<file path="config.mk">
export PLATFORM = sky130hd
export DESIGN_NAME = sum_expression_lexer_parser_core
export DESIGN_NICKNAME = d
export VERILOG_FILES = /design/src/design/selp_pkg.sv /design/src/design/selp_queue.sv /design/src/design/selp_lexer.sv /design/src/design/selp_parser.sv /design/src/design/sum_expression_lexer_parser_core.sv
export SDC_FILE = /design/constraint.sdc
export NUM_CORES = 1
export LEC_CHECK = 0
export ABC_AREA = 0
export BUFFER_PORTS_ARGS = -buffer_cell sky130_fd_sc_hd__buf_2
export CAP_MARGIN = 20
export CORE_ASPECT_RATIO = 0.5
export CORE_MARGIN = 2
export CORE_UTILIZATION = 50
export DETAILED_ROUTE_END_ITERATION = 12
export GPL_TIMING_DRIVEN = 1
export PLACE_DENSITY = 0.67
export SETUP_SLACK_MARGIN = 0.02
export SLEW_MARGIN = 20
export SYNTH_ARGS = -nofsm -noshare
export SYNTH_HDL_FRONTEND = slang
export SYNTH_SLANG_ARGS = --single-unit
</file>
<file path="constraint.sdc">
create_clock -name clk -period 8.4 [get_ports clk]
set_input_delay 0.84 -clock clk [delete_from_list [all_inputs] [get_ports clk]]
set_output_delay 0.84 -clock clk [all_outputs]
set_load 0.005 [all_outputs]
</file>
<file path="src/design/selp_pkg.sv">
// shared types, token codes and character helpers for the sum expression lexer and parser
`timescale 1ns / 1ps

package selp_pkg;

  localparam logic [2:0] TK_ERROR  = 3'd0;
  localparam logic [2:0] TK_PLUS   = 3'd1;
  localparam logic [2:0] TK_NUMBER = 3'd2;
  localparam logic [2:0] TK_IDENT  = 3'd3;
  localparam logic [2:0] TK_WHILE  = 3'd4;
  localparam logic [2:0] TK_END    = 3'd5;

  localparam logic [1:0] V_TOKEN  = 2'd0;
  localparam logic [1:0] V_ACCEPT = 2'd1;
  localparam logic [1:0] V_ERROR  = 2'd2;

  localparam logic [2:0] KW_LEN  = 3'd5;
  localparam logic [2:0] KW_MISS = 3'd7;

  localparam logic [30:0] NUM_MAX  = 31'h7fff_ffff;
  localparam logic [15:0] LINE_MAX = 16'hffff;

  localparam logic [7:0] CH_NUL   = 8'h00;
  localparam logic [7:0] CH_SPACE = 8'h20;
  localparam logic [7:0] CH_CR    = 8'h0d;
  localparam logic [7:0] CH_LF    = 8'h0a;
  localparam logic [7:0] CH_PLUS  = 8'h2b;
  localparam logic [7:0] CH_ZERO  = 8'h30;

  typedef enum logic [1:0] {
    MODE_IDLE   = 2'd0,
    MODE_IDENT  = 2'd1,
    MODE_NUMBER = 2'd2
  } lex_mode_t;

  // one queue entry: the tokens caused by one character
  typedef struct packed {
    logic        clear;
    logic        two;
    logic [2:0]  kind0;
    logic [2:0]  kind1;
    logic [30:0] value;
    logic [15:0] line;
  } tok_entry_t;

  function automatic logic is_lower(input logic [7:0] c);
    return c inside {[8'h61:8'h7a]};
  endfunction

  function automatic logic is_alpha(input logic [7:0] c);
    return (c inside {[8'h61:8'h7a]}) || (c inside {[8'h41:8'h5a]});
  endfunction

  function automatic logic is_digit(input logic [7:0] c);
    return c inside {[8'h30:8'h39]};
  endfunction

  // letters of the keyword "while"
  function automatic logic [7:0] kw_char(input logic [2:0] idx);
    logic [7:0] ch;
    case (idx)
      3'd0:    ch = 8'h77;
      3'd1:    ch = 8'h68;
      3'd2:    ch = 8'h69;
      3'd3:    ch = 8'h6c;
      3'd4:    ch = 8'h65;
      default: ch = 8'h00;
    endcase
    return ch;
  endfunction

endpackage

</file>
<file path="src/design/selp_queue.sv">
// token queue between the lexer and the parser
`timescale 1ns / 1ps

module selp_queue
  import selp_pkg::*;
#(
  parameter int DEPTH = 4
) (
  input  logic       clk,
  input  logic       rst,
  input  logic       push,
  input  tok_entry_t din,
  output logic       full,
  input  logic       pop,
  output tok_entry_t dout,
  output logic       empty
);

  localparam int PW = (DEPTH > 1) ? $clog2(DEPTH) : 1;
  localparam int CW = $clog2(DEPTH + 1);

  tok_entry_t       mem [DEPTH];
  logic [PW-1:0]    wr_ptr;
  logic [PW-1:0]    rd_ptr;
  logic [CW-1:0]    count;
  logic             do_push;
  logic             do_pop;

  assign full    = (count == CW'(DEPTH));
  assign empty   = (count == '0);
  assign do_push = push && !full;
  assign do_pop  = pop && !empty;
  assign dout    = mem[rd_ptr];

  always_ff @(posedge clk) begin
    if (do_push) begin
      mem[wr_ptr] <= din;
    end
  end

  always_ff @(posedge clk) begin
    if (rst) begin
      wr_ptr <= '0;
      rd_ptr <= '0;
      count  <= '0;
    end else begin
      if (do_push) begin
        wr_ptr <= (wr_ptr == PW'(DEPTH - 1)) ? '0 : wr_ptr + 1'b1;
      end
      if (do_pop) begin
        rd_ptr <= (rd_ptr == PW'(DEPTH - 1)) ? '0 : rd_ptr + 1'b1;
      end
      if (do_push && !do_pop) begin
        count <= count + 1'b1;
      end else if (do_pop && !do_push) begin
        count <= count - 1'b1;
      end
    end
  end

`ifndef SYNTH
  a_no_overflow: assert property (@(posedge clk) disable iff (rst)
    full && !do_pop |=> full)
    else $error("queue count dropped without a pop");
  a_pop_nonempty: assert property (@(posedge clk) disable iff (rst)
    empty && !do_push |=> empty)
    else $error("queue filled without a push");
  a_count_range: assert property (@(posedge clk) disable iff (rst)
    count <= CW'(DEPTH))
    else $error("queue count beyond depth");
`endif

endmodule

</file>
<file path="src/design/selp_lexer.sv">
// character classifier and tokenizer, one character per cycle while accept is high
`timescale 1ns / 1ps

module selp_lexer
  import selp_pkg::*;
#(
  parameter int IDENT_MAX_LEN = 14
) (
  input  logic       clk,
  input  logic       rst,
  input  logic       accept,
  input  logic [7:0] char_code,
  input  logic       start_of_text,
  output logic       push,
  output tok_entry_t entry
);

  localparam int IW = $clog2(IDENT_MAX_LEN + 1);

  lex_mode_t     mode, mode_e, mode_next;
  logic [2:0]    kwp, kwp_e, kwp_next;
  logic [IW-1:0] ilen, ilen_e, ilen_next;
  logic [30:0]   acc, acc_e, acc_next;
  logic [15:0]   line, line_e, line_next;
  logic          pend_clear;

  logic          close_valid;
  logic [2:0]    close_kind;
  logic          idle_valid;
  logic [2:0]    idle_kind;
  logic          run_idle;
  logic [34:0]   acc_wide;
  logic [34:0]   acc_mul;
  logic [2:0]    kw_step;

  always_comb begin
    mode_e = start_of_text ? MODE_IDLE : mode;
    kwp_e  = start_of_text ? 3'd0 : kwp;
    ilen_e = start_of_text ? '0 : ilen;
    acc_e  = start_of_text ? '0 : acc;
    line_e = start_of_text ? 16'd1 : line;

    acc_wide = {4'b0, acc_e};
    acc_mul  = (acc_wide << 3) + (acc_wide << 1) + {31'b0, char_code[3:0]};
    kw_step  = ((kwp_e < KW_LEN) && (char_code == kw_char(kwp_e))) ? kwp_e + 3'd1 : KW_MISS;

    mode_next   = mode_e;
    kwp_next    = kwp_e;
    ilen_next   = ilen_e;
    acc_next    = acc_e;
    line_next   = line_e;
    close_valid = 1'b0;
    close_kind  = TK_ERROR;
    idle_valid  = 1'b0;
    idle_kind   = TK_ERROR;
    run_idle    = 1'b0;

    case (mode_e)
      MODE_IDENT: begin
        if (is_alpha(char_code)) begin
          if (ilen_e >= IW'(IDENT_MAX_LEN)) begin
            mode_next   = MODE_IDLE;
            close_valid = 1'b1;
          end else begin
            ilen_next = ilen_e + 1'b1;
            kwp_next  = kw_step;
          end
        end else begin
          mode_next   = MODE_IDLE;
          close_valid = 1'b1;
          if (!is_digit(char_code)) begin
            close_kind = (kwp_e == KW_LEN) ? TK_WHILE : TK_IDENT;
            run_idle   = 1'b1;
          end
        end
      end
      MODE_NUMBER: begin
        if (is_digit(char_code)) begin
          acc_next = (acc_mul > {4'b0, NUM_MAX}) ? NUM_MAX : acc_mul[30:0];
        end else begin
          mode_next   = MODE_IDLE;
          close_valid = 1'b1;
          if (!is_alpha(char_code)) begin
            close_kind = TK_NUMBER;
            run_idle   = 1'b1;
          end
        end
      end
      default: begin
        run_idle = 1'b1;
      end
    endcase

    if (run_idle) begin
      if (char_code == CH_NUL) begin
        idle_valid = 1'b1;
        idle_kind  = TK_END;
      end else if (char_code == CH_SPACE || char_code == CH_CR) begin
        idle_valid = 1'b0;
      end else if (char_code == CH_LF) begin
        if (line_e < LINE_MAX) begin
          line_next = line_e + 16'd1;
        end
      end else if (is_digit(char_code)) begin
        mode_next = MODE_NUMBER;
        acc_next  = {27'b0, char_code[3:0]};
      end else if (is_lower(char_code)) begin
        mode_next = MODE_IDENT;
        ilen_next = IW'(1);
        kwp_next  = (char_code == kw_char(3'd0)) ? 3'd1 : KW_MISS;
      end else if (char_code == CH_PLUS) begin
        idle_valid = 1'b1;
        idle_kind  = TK_PLUS;
      end else begin
        idle_valid = 1'b1;
        idle_kind  = TK_ERROR;
      end
    end

    push        = accept && (close_valid || idle_valid);
    entry.clear = start_of_text || pend_clear;
    entry.two   = close_valid && idle_valid;
    entry.kind0 = close_valid ? close_kind : idle_kind;
    entry.kind1 = idle_kind;
    entry.value = (close_valid && close_kind == TK_NUMBER) ? acc_e : '0;
    entry.line  = line_e;
  end

  always_ff @(posedge clk) begin
    if (rst) begin
      mode       <= MODE_IDLE;
      kwp        <= 3'd0;
      ilen       <= '0;
      acc        <= '0;
      line       <= 16'd1;
      pend_clear <= 1'b0;
    end else if (accept) begin
      mode       <= mode_next;
      kwp        <= kwp_next;
      ilen       <= ilen_next;
      acc        <= acc_next;
      line       <= line_next;
      pend_clear <= push ? 1'b0 : (start_of_text || pend_clear);
    end
  end

`ifndef SYNTH
  a_line_nonzero: assert property (@(posedge clk) disable iff (rst)
    line != 16'd0)
    else $error("line counter reached zero");
  a_ident_len: assert property (@(posedge clk) disable iff (rst)
    mode == MODE_IDENT |-> ilen <= IW'(IDENT_MAX_LEN) && ilen != '0)
    else $error("identifier length out of range");
  a_two_needs_close: assert property (@(posedge clk) disable iff (rst)
    push && entry.two |-> entry.kind1 != TK_NUMBER && entry.kind0 != TK_PLUS)
    else $error("bad token pair");
`endif

endmodule

</file>
<file path="src/design/selp_parser.sv">
// grammar checker that turns queued tokens into results
`timescale 1ns / 1ps

module selp_parser
  import selp_pkg::*;
(
  input  logic        clk,
  input  logic        rst,
  input  tok_entry_t  head,
  input  logic        empty,
  output logic        pop,
  output logic        out_valid,
  input  logic        out_ready,
  output logic [2:0]  token_kind,
  output logic [30:0] number_value,
  output logic [15:0] line_number,
  output logic [1:0]  verdict,
  output logic [2:0]  expected_kind,
  output logic        last_result
);

  logic       expect_factor, expect_factor_next;
  logic       halted, halted_next;
  logic       sub, sub_next;
  logic       ef_e, halt_e;
  logic       can_load, load;
  logic [2:0] kind;
  logic [1:0] vd;
  logic [2:0] exp_k;
  logic       halt_now;
  logic       last;

  always_comb begin
    ef_e     = (head.clear && !sub) ? 1'b1 : expect_factor;
    halt_e   = (head.clear && !sub) ? 1'b0 : halted;
    kind     = sub ? head.kind1 : head.kind0;
    can_load = !out_valid || out_ready;

    vd                 = V_TOKEN;
    exp_k              = TK_ERROR;
    halt_now           = 1'b0;
    expect_factor_next = ef_e;
    if (ef_e) begin
      if (kind == TK_NUMBER || kind == TK_IDENT) begin
        expect_factor_next = 1'b0;
      end else begin
        vd       = V_ERROR;
        exp_k    = TK_NUMBER;
        halt_now = 1'b1;
      end
    end else begin
      if (kind == TK_PLUS) begin
        expect_factor_next = 1'b1;
      end else if (kind == TK_END) begin
        vd       = V_ACCEPT;
        halt_now = 1'b1;
      end else begin
        vd       = V_ERROR;
        exp_k    = TK_END;
        halt_now = 1'b1;
      end
    end
    last = sub || !head.two || halt_now;

    load        = 1'b0;
    pop         = 1'b0;
    sub_next    = sub;
    halted_next = halted;
    if (!empty) begin
      if (halt_e) begin
        pop         = 1'b1;
        sub_next    = 1'b0;
        halted_next = 1'b1;
      end else if (can_load) begin
        load        = 1'b1;
        pop         = last;
        sub_next    = !last;
        halted_next = halt_now;
      end
    end
  end

  always_ff @(posedge clk) begin
    if (rst) begin
      expect_factor <= 1'b1;
      halted        <= 1'b0;
      sub           <= 1'b0;
      out_valid     <= 1'b0;
    end else begin
      sub    <= sub_next;
      halted <= halted_next;
      if (load) begin
        expect_factor <= expect_factor_next;
        out_valid     <= 1'b1;
      end else if (out_ready) begin
        out_valid <= 1'b0;
      end
    end
  end

  always_ff @(posedge clk) begin
    if (load) begin
      token_kind    <= kind;
      number_value  <= (kind == TK_NUMBER) ? head.value : '0;
      line_number   <= head.line;
      verdict       <= vd;
      expected_kind <= exp_k;
      last_result   <= last;
    end
  end

`ifndef SYNTH
  a_expected_on_error: assert property (@(posedge clk) disable iff (rst)
    out_valid |-> ((verdict == V_ERROR) == (expected_kind != TK_ERROR)))
    else $error("expected kind does not match verdict");
  a_final_is_last: assert property (@(posedge clk) disable iff (rst)
    out_valid && verdict != V_TOKEN |-> last_result)
    else $error("halting result not marked last");
  a_halt_follows: assert property (@(posedge clk) disable iff (rst)
    load && halt_now |=> halted)
    else $error("parser did not halt after final result");
`endif

endmodule

</file>
<file path="src/design/sum_expression_lexer_parser_core.sv">
// top level of the streaming sum expression lexer and parser
`timescale 1ns / 1ps

// Takes one text character per transfer and reports each token with its line, value and
// the parser verdict for the grammar factor { '+' factor }. The lexer accepts one character
// every cycle while the token queue has room; the parser drains the queue at one result per
// cycle while the output is ready, so a character that closes a token and is a token itself
// (two results) leaves the queue after both. Results pass the queue memory and parser output
// registers. After an error or end of text no results come until a start_of_text transfer.

module sum_expression_lexer_parser_core
  import selp_pkg::*;
#(
  parameter int IDENT_MAX_LEN = 14,
  parameter int QUEUE_DEPTH   = 4
) (
  input  logic        clk,
  input  logic        rst,
  input  logic        s_tvalid,
  output logic        s_tready,
  input  logic [7:0]  s_tdata,   // char_code
  input  logic        s_tuser,   // start_of_text
  output logic        m_tvalid,
  input  logic        m_tready,
  output logic [55:0] m_tdata,   // number_value, line_number, verdict, expected_kind, zero pad
  output logic [2:0]  m_tuser,   // token_kind
  output logic        m_tlast    // last_result
);

  tok_entry_t  lex_entry;
  tok_entry_t  head;
  logic        lex_push;
  logic        q_full;
  logic        q_empty;
  logic        q_pop;
  logic        accept;
  logic [30:0] number_value;
  logic [15:0] line_number;
  logic [1:0]  verdict;
  logic [2:0]  expected_kind;

  assign s_tready = !q_full;
  assign accept   = s_tvalid && s_tready;

  selp_lexer #(
    .IDENT_MAX_LEN(IDENT_MAX_LEN)
  ) u_lexer (
    .clk          (clk),
    .rst          (rst),
    .accept       (accept),
    .char_code    (s_tdata),
    .start_of_text(s_tuser),
    .push         (lex_push),
    .entry        (lex_entry)
  );

  selp_queue #(
    .DEPTH(QUEUE_DEPTH)
  ) u_queue (
    .clk  (clk),
    .rst  (rst),
    .push (lex_push),
    .din  (lex_entry),
    .full (q_full),
    .pop  (q_pop),
    .dout (head),
    .empty(q_empty)
  );

  selp_parser u_parser (
    .clk          (clk),
    .rst          (rst),
    .head         (head),
    .empty        (q_empty),
    .pop          (q_pop),
    .out_valid    (m_tvalid),
    .out_ready    (m_tready),
    .token_kind   (m_tuser),
    .number_value (number_value),
    .line_number  (line_number),
    .verdict      (verdict),
    .expected_kind(expected_kind),
    .last_result  (m_tlast)
  );

  assign m_tdata = {4'b0, expected_kind, verdict, line_number, number_value};

endmodule
</file>
Word level (Yosys, flattened, before mapping)
Memory sizes are Yosys's and may differ from the RTL's. A register that Yosys moved wholly into a read port is not among the register bits.
Cells that the tools add are included.
{"block": "word_totals", "memories": 1, "out_inout_bits": 62, "elab_cells": 212, "regBits": 124, "ramBits": 220}
{"block": "classes", "magnitude_cmp": 10, "add_sub_neg": 9, "eq_ne": 21, "n_reduce_logical": 36, "muxes": 115, "bitwise_logic": 1}
{"memory": "u_queue.mem", "words": 4, "width": 55, "read_ports": 1, "rd_ports_with_merged_regs": 1, "write_ports": 1, "line_no": "selp_queue.sv:22", "rtl": "tok_entry_t mem [DEPTH];"}
{"op": "2-to-1 mux 31 bit", "n": 10}
{"op": "2-to-1 mux 16 bit", "n": 6}
{"op": "2-to-1 mux 3 bit", "n": 29}
{"op": "2-to-1 mux 2 bit", "n": 20}
{"op": "2-to-1 mux 4 bit", "n": 10}
{"op": "adder 34 x 32 -> 35 bit", "n": 1}
{"op": "adder 35 x 4 -> 35 bit", "n": 1}
{"op": "> comparator 35 x 31 -> 1 bit, second input constant", "n": 1}
{"op": "2-to-1 mux 1 bit", "n": 35}
{"op": "one-hot mux 7 bit (5 select lines)", "n": 1}
{"op": "adder 16 x 1 -> 16 bit, second input constant", "n": 1}
{"op": "equality test 8 x 4 -> 1 bit, second input constant", "n": 2}
{"op": "equality test 8 x 6 -> 1 bit, second input constant", "n": 2}
{"op": ">= comparator 8 x 7 -> 1 bit, second input constant", "n": 2}
{"op": "less-or-equal comparator 8 x 7 -> 1 bit, second input constant", "n": 2}
{"op": "less-than comparator 16 bit, second input constant", "n": 1}
{"op": "equality test 3 x 2 -> 1 bit, second input constant", "n": 5}
{"op": "logical AND 1 bit", "n": 13}
{"op": "equality test 3 bit, second input constant", "n": 4}
{"op": "equality test 8 x 7 -> 1 bit", "n": 1}
{"op": "equality test 8 x 7 -> 1 bit, second input constant", "n": 1}
{"op": ">= comparator 8 x 6 -> 1 bit, second input constant", "n": 1}
{"op": "less-or-equal comparator 8 x 6 -> 1 bit, second input constant", "n": 1}
{"op": "zero test 1 bit", "n": 8}
{"op": "18 further kinds", "n": 34}

Longest topological paths before layout
{"block": "logic_depth", "word_depth": 15, "mapped_depth": 16, "mapped_depth_nobuf": 13}

Modules after synthesis
From an unflattened synthesis, not the netlist that was laid out.
{"block": "unflattened", "cells_unflattened": 1342, "area_unflattened_um2": 17103.9}
{"module": "selp_queue", "cells_each": 337, "n_inst": 1, "seq_area_each_um2": 6786.5, "area_per_inst_um2": 8441.8}
{"module": "selp_lexer", "cells_each": 860, "n_inst": 1, "seq_area_each_um2": 1141.1, "area_per_inst_um2": 6349.8}
{"module": "selp_parser", "cells_each": 138, "n_inst": 1, "seq_area_each_um2": 1731.7, "area_per_inst_um2": 2268.4}
{"module": "sum_expression_lexer_parser_core", "cells_each": 7, "n_inst": 1, "seq_area_each_um2": 0.0, "area_per_inst_um2": 43.8}

Worst setup path before layout
Ideal clock, no wire load.
{"block": "synth_timing", "kind": "input-to-reg", "startpoint": "input s_tuser", "endpoint": "memory u_queue.mem[0][0] (netlist name), enable pin", "path_stages": 11, "path_slack_ns": 3.995, "n_path_buf": 3, "required_ns": 7.983, "arrival_ns": 3.988, "setup_ns": 0.417, "path_cell_list": "clkbuf_2 > clkbuf_1 > nand2b_1 > inv_1 > ha_1 > clkbuf_2 > inv_1 > and2_4 > a211o_1 > a21oi_4 > and2_1"}
{"block": "synth_via", "elab_chain_len": 10, "word_cells_on_any_way": 15}
{"element": "start, declared", "line_no": "sum_expression_lexer_parser_core.sv:22", "rtl": "input logic s_tuser,"}
{"element": "2-to-1 mux 4 bit", "line_no": "selp_lexer.sv:39", "rtl": "ilen_e = start_of_text ? '0 : ilen;"}
{"element": ">= comparator 4 bit", "line_no": "selp_lexer.sv:61", "rtl": "if (ilen_e >= IW'(IDENT_MAX_LEN)) begin"}
{"element": "2-to-1 mux 1 bit", "line_no": "selp_lexer.sv:61"}
{"element": "2-to-1 mux 1 bit", "line_no": "selp_lexer.sv:60", "rtl": "if (is_alpha(char_code)) begin"}
{"element": "one-hot mux 1 bit (2 select lines)", "line_no": "selp_lexer.sv:58", "rtl": "case (mode_e)"}
{"element": "logical OR 1 bit (*)", "line_no": "selp_lexer.sv:120", "rtl": "push = accept && (close_valid || idle_valid);"}
{"element": "logical AND 1 bit (*)", "line_no": "selp_lexer.sv:120"}
{"element": "logical AND 1 bit (*)", "line_no": "selp_queue.sv:31", "rtl": "assign do_push = push && !full;"}
{"element": "via u_queue.do_push", "line_no": "selp_queue.sv:26", "rtl": "logic do_push;"}
{"element": "2-to-1 mux 1 bit (*)", "line_no": "selp_queue.sv:36", "rtl": "if (do_push) begin"}
{"element": "2-to-1 mux 1 bit (implied by the code) (*)", "line_no": "selp_queue.sv:37", "rtl": "mem[wr_ptr] <= din;"}
{"element": "end, declared", "line_no": "selp_queue.sv:22"}
Mark *: on every way through the listed nets, which the timed path passes. The rest lies on a longest branch.

==> out/metrics.csv <==
metric,value,unit
HP Class,reg -> reg,
Detail Route Antenna Nets,0,
"Hold Vio Cnt, Final",0,
Synth Instances,1329,
Die Y-Extent,133,um
Post-synth EDFFs,271,
Layout Skew,0.0158,ns
clock-pin transition on the worst setup and hold timing paths,0.07,ns
Place WS,3.34,ns
routed len/inst,19.9,um
boundary pin count,75,
Worst-Skew Late Latency,0.58,ns
Filler cells,2704,
CP endpoint kind,register,
Final nets,1463,
Worst EP required,8.91,ns
Max Cap Viol,0,
top post-synthesis cells by area,"edfxtp_1, dfxtp_1, mux4_2",
Yosys cell types,84,
share of flip-flops with an asynchronous set or reset after synthesis,0,%
vias,10800,
Synth Flop Type,edfxtp_1,
DRC errors left,0,
DRC marker count from the first detailed-route iteration,897,
GRT Util Overall,21.2,%
CTS Hold Buffers Added,0,
clk sinks,341,
"flops & latches, synth",341,
"Seq/Total Area, Yosys",57.0,%
met1 Resource Use GR,30.4,%
GP Congestion,0.904,
die area,35000,um^2
"delay-heaviest family, CP",compound AO/OA/AOI/OAI gates,
hpwl dp,23100,um
row count,47,
Via density,5.91,
met2 Usage GRT,34.3,%
CP max stage delay,0.74,ns
Routed WL,36600,um
setup slack after layout,3.80,ns
antenna violations before repair,0,
Yosys warning total,0,
initial core utilization,50.7,%
drt first pass iters,5,
Tcrit/Tclk final,54.8,%
Synth-to-Final Area Change,9.59,%
# Post-CTS Setup Buffers,0,
largest net degree at the start of global routing,60,
RSZ-0062 raised after global routing,no,
Synth Area per Inst,12.6,um^2
"count leader, synth",edfxtp_1,
"Setup violations, final",0,
fraction of layout cells with a size suffix above 1,15.8,%
WP data arrival,5.11,ns
clock root cell,clkbuf_16,
run status,finished clean,
"Cell Area, Synth",16700,um^2
max-slew violation count,0,
TNS Setup,0,ns
Critical-path top delay cell,buf_4,
gr busiest metal,met2,
P per Cell Area,249,nW/um^2
Worst Path Buf+Inv,3,
CTS tree,done,
Antenna Cells,0,
dpl cell area,17400,um^2
vias in the first global route,11100,
f_max,217,MHz
clk buf depth,3,
crit path kind,reg -> reg,
CTS H-tree lvls,1,
first-pass GRT wire length,59400,um
met3 Use GR,3.38,%
CP Depth,13,
Post-synth top cells,"edfxtp_1, nand2_1, nor2b_1, nor2_1, ha_1",
Hold Path Stages,2,
Worst R2R Path Depth,13,
Synth area leader,edfxtp_1,
number of CTS-inserted buffers,30,
total gr overflow,0,
Port-buffer cells,70,
Post-CTS Resized,0,
Placeable Area,33000,um^2
Die X,263,um
post-route cell area,18300,um^2
Peak supply drop,0.000200,V
CP Max Fanout,42,
"critical path, cell by cell",buf_4 > mux4_2 > o21ai_0 > a21oi_1 > o31ai_1 > a21boi_1 > inv_1 > ha_1 > inv_1 > fa_1 > xor2_1 > or3_1 > a21oi_1,
Worst setup SP type,register,
Worst slew margin,29.5,%
top cell type's share of synthesized area,48.6,%
Leak Pwr,6.75,nW
Design Power,4.57,mW
min Tclk post-route,4.60,ns
Worst Tran Pin Value,1.05,ns
## logic make-up (layout without fill, tap and decap cells)
group	count (synthesis)	count (layout)	synth area share, %
adder cells (fa/ha/maj)	78	78	5.92
buffers and inverters	106	169	2.90
flip-flops	341	341	57.0
multiplexers	63	63	7.78
other	1	4	0.0224
AO/OA/AOI/OAI	255	255	9.87
AND/OR/NAND/NOR	445	445	14.3
XOR/XNOR	40	40	2.21
## sequential cells by signal (all words and copies together), names as in the netlist, 4 cells and up, named ones only
name and flops:
u_queue.mem 216, u_parser.line_number 16, u_parser.number_value 31, u_lexer.ilen 4, u_lexer.acc 31, u_lexer.line 16
## final cells by class
class	count	area, um^2	area share (%)
repair buffers	82	440	2.40
inverters	32	120	0.655
clock buffers	46	851	4.64
flip-flops and latches	341	9540	52.0
multi-input cells	885	6750	36.8
clock inverters	9	85.1	0.464
well taps	441	552	3.01
## metrics by stage
step           hold WS [ns]  std cells  util [%]
2_1_floorplan         0.417       1332         -
3_3_place_gp          0.430       1781      52.8
3_5_place_dp          0.435       1781      52.8
4_1_cts               0.447       1836      55.6
5_1_grt               0.465       1836      55.6
6_report              0.444       1836      55.6
## final timing paths
check	startpoint	to	slack, ns
max	register	u_queue.count[2]$_SDFFE_PP0P_	3.80
min	u_lexer.acc[17]$_SDFFE_PP0P_	u_lexer.acc[17]$_SDFFE_PP0P_	0.44
max reg2reg	register	u_queue.count[2]$_SDFFE_PP0P_	3.80
min reg2reg	u_lexer.acc[17]$_SDFFE_PP0P_	u_lexer.acc[17]$_SDFFE_PP0P_	0.44
## cell usage in the layout (no fill, tap or decap), types with 15 or more instances in the layout
| master | instances |
|---|---|
| a21oi_1 | 57 |
| nor3_1 | 15 |
| ha_1 | 76 |
| xor2_1 | 15 |
| inv_1 | 32 |
| xnor2_1 | 24 |
| and3_1 | 37 |
| nand2_1 | 104 |
| o21ai_1 | 23 |
| nor4_1 | 24 |
| o21ai_0 | 70 |
| mux4_2 | 53 |
| nor2b_1 | 83 |
| nor2_1 | 77 |
| dfxtp_1 | 68 |
| clkbuf_16 | 30 |
| edfxtp_1 | 271 |
| buf_2 | 70 |
| nand2b_1 | 18 |
| nand4_1 | 18 |
## worst reg2reg max path: cells and delay by family, from the launching register on
family | cells | cell delay [ns]
XOR/XNOR | 1 | 0.18
multiplexers | 1 | 0.68
AND/OR/NAND/NOR | 1 | 0.31
AO/OA/AOI/OAI | 5 | 1.34
flip-flops | 1 | 0.54
adder cells (fa/ha/maj) | 2 | 0.57
buffers and inverters | 3 | 0.91
## report_power, final
part	internal [mW]	total (mW)	switching, mW
Clock	0.704	1.32	0.616
Sequential	2.14	2.22	0.0866
Combinational	0.452	1.02	0.571
Total	3.29	4.57	1.27
## routing by layer
| metal | wire, um | vias up |
|---|---|---|
| li1 | - | 5094 |
| met1 | 16900 | 5367 |
| met2 | 16800 | 327 |
| met3 | 2130 | 61 |
| met4 | 755 | 0 |
| met5 | 0 | - |
No activity file was read; power rests on OpenSTA's default activity.
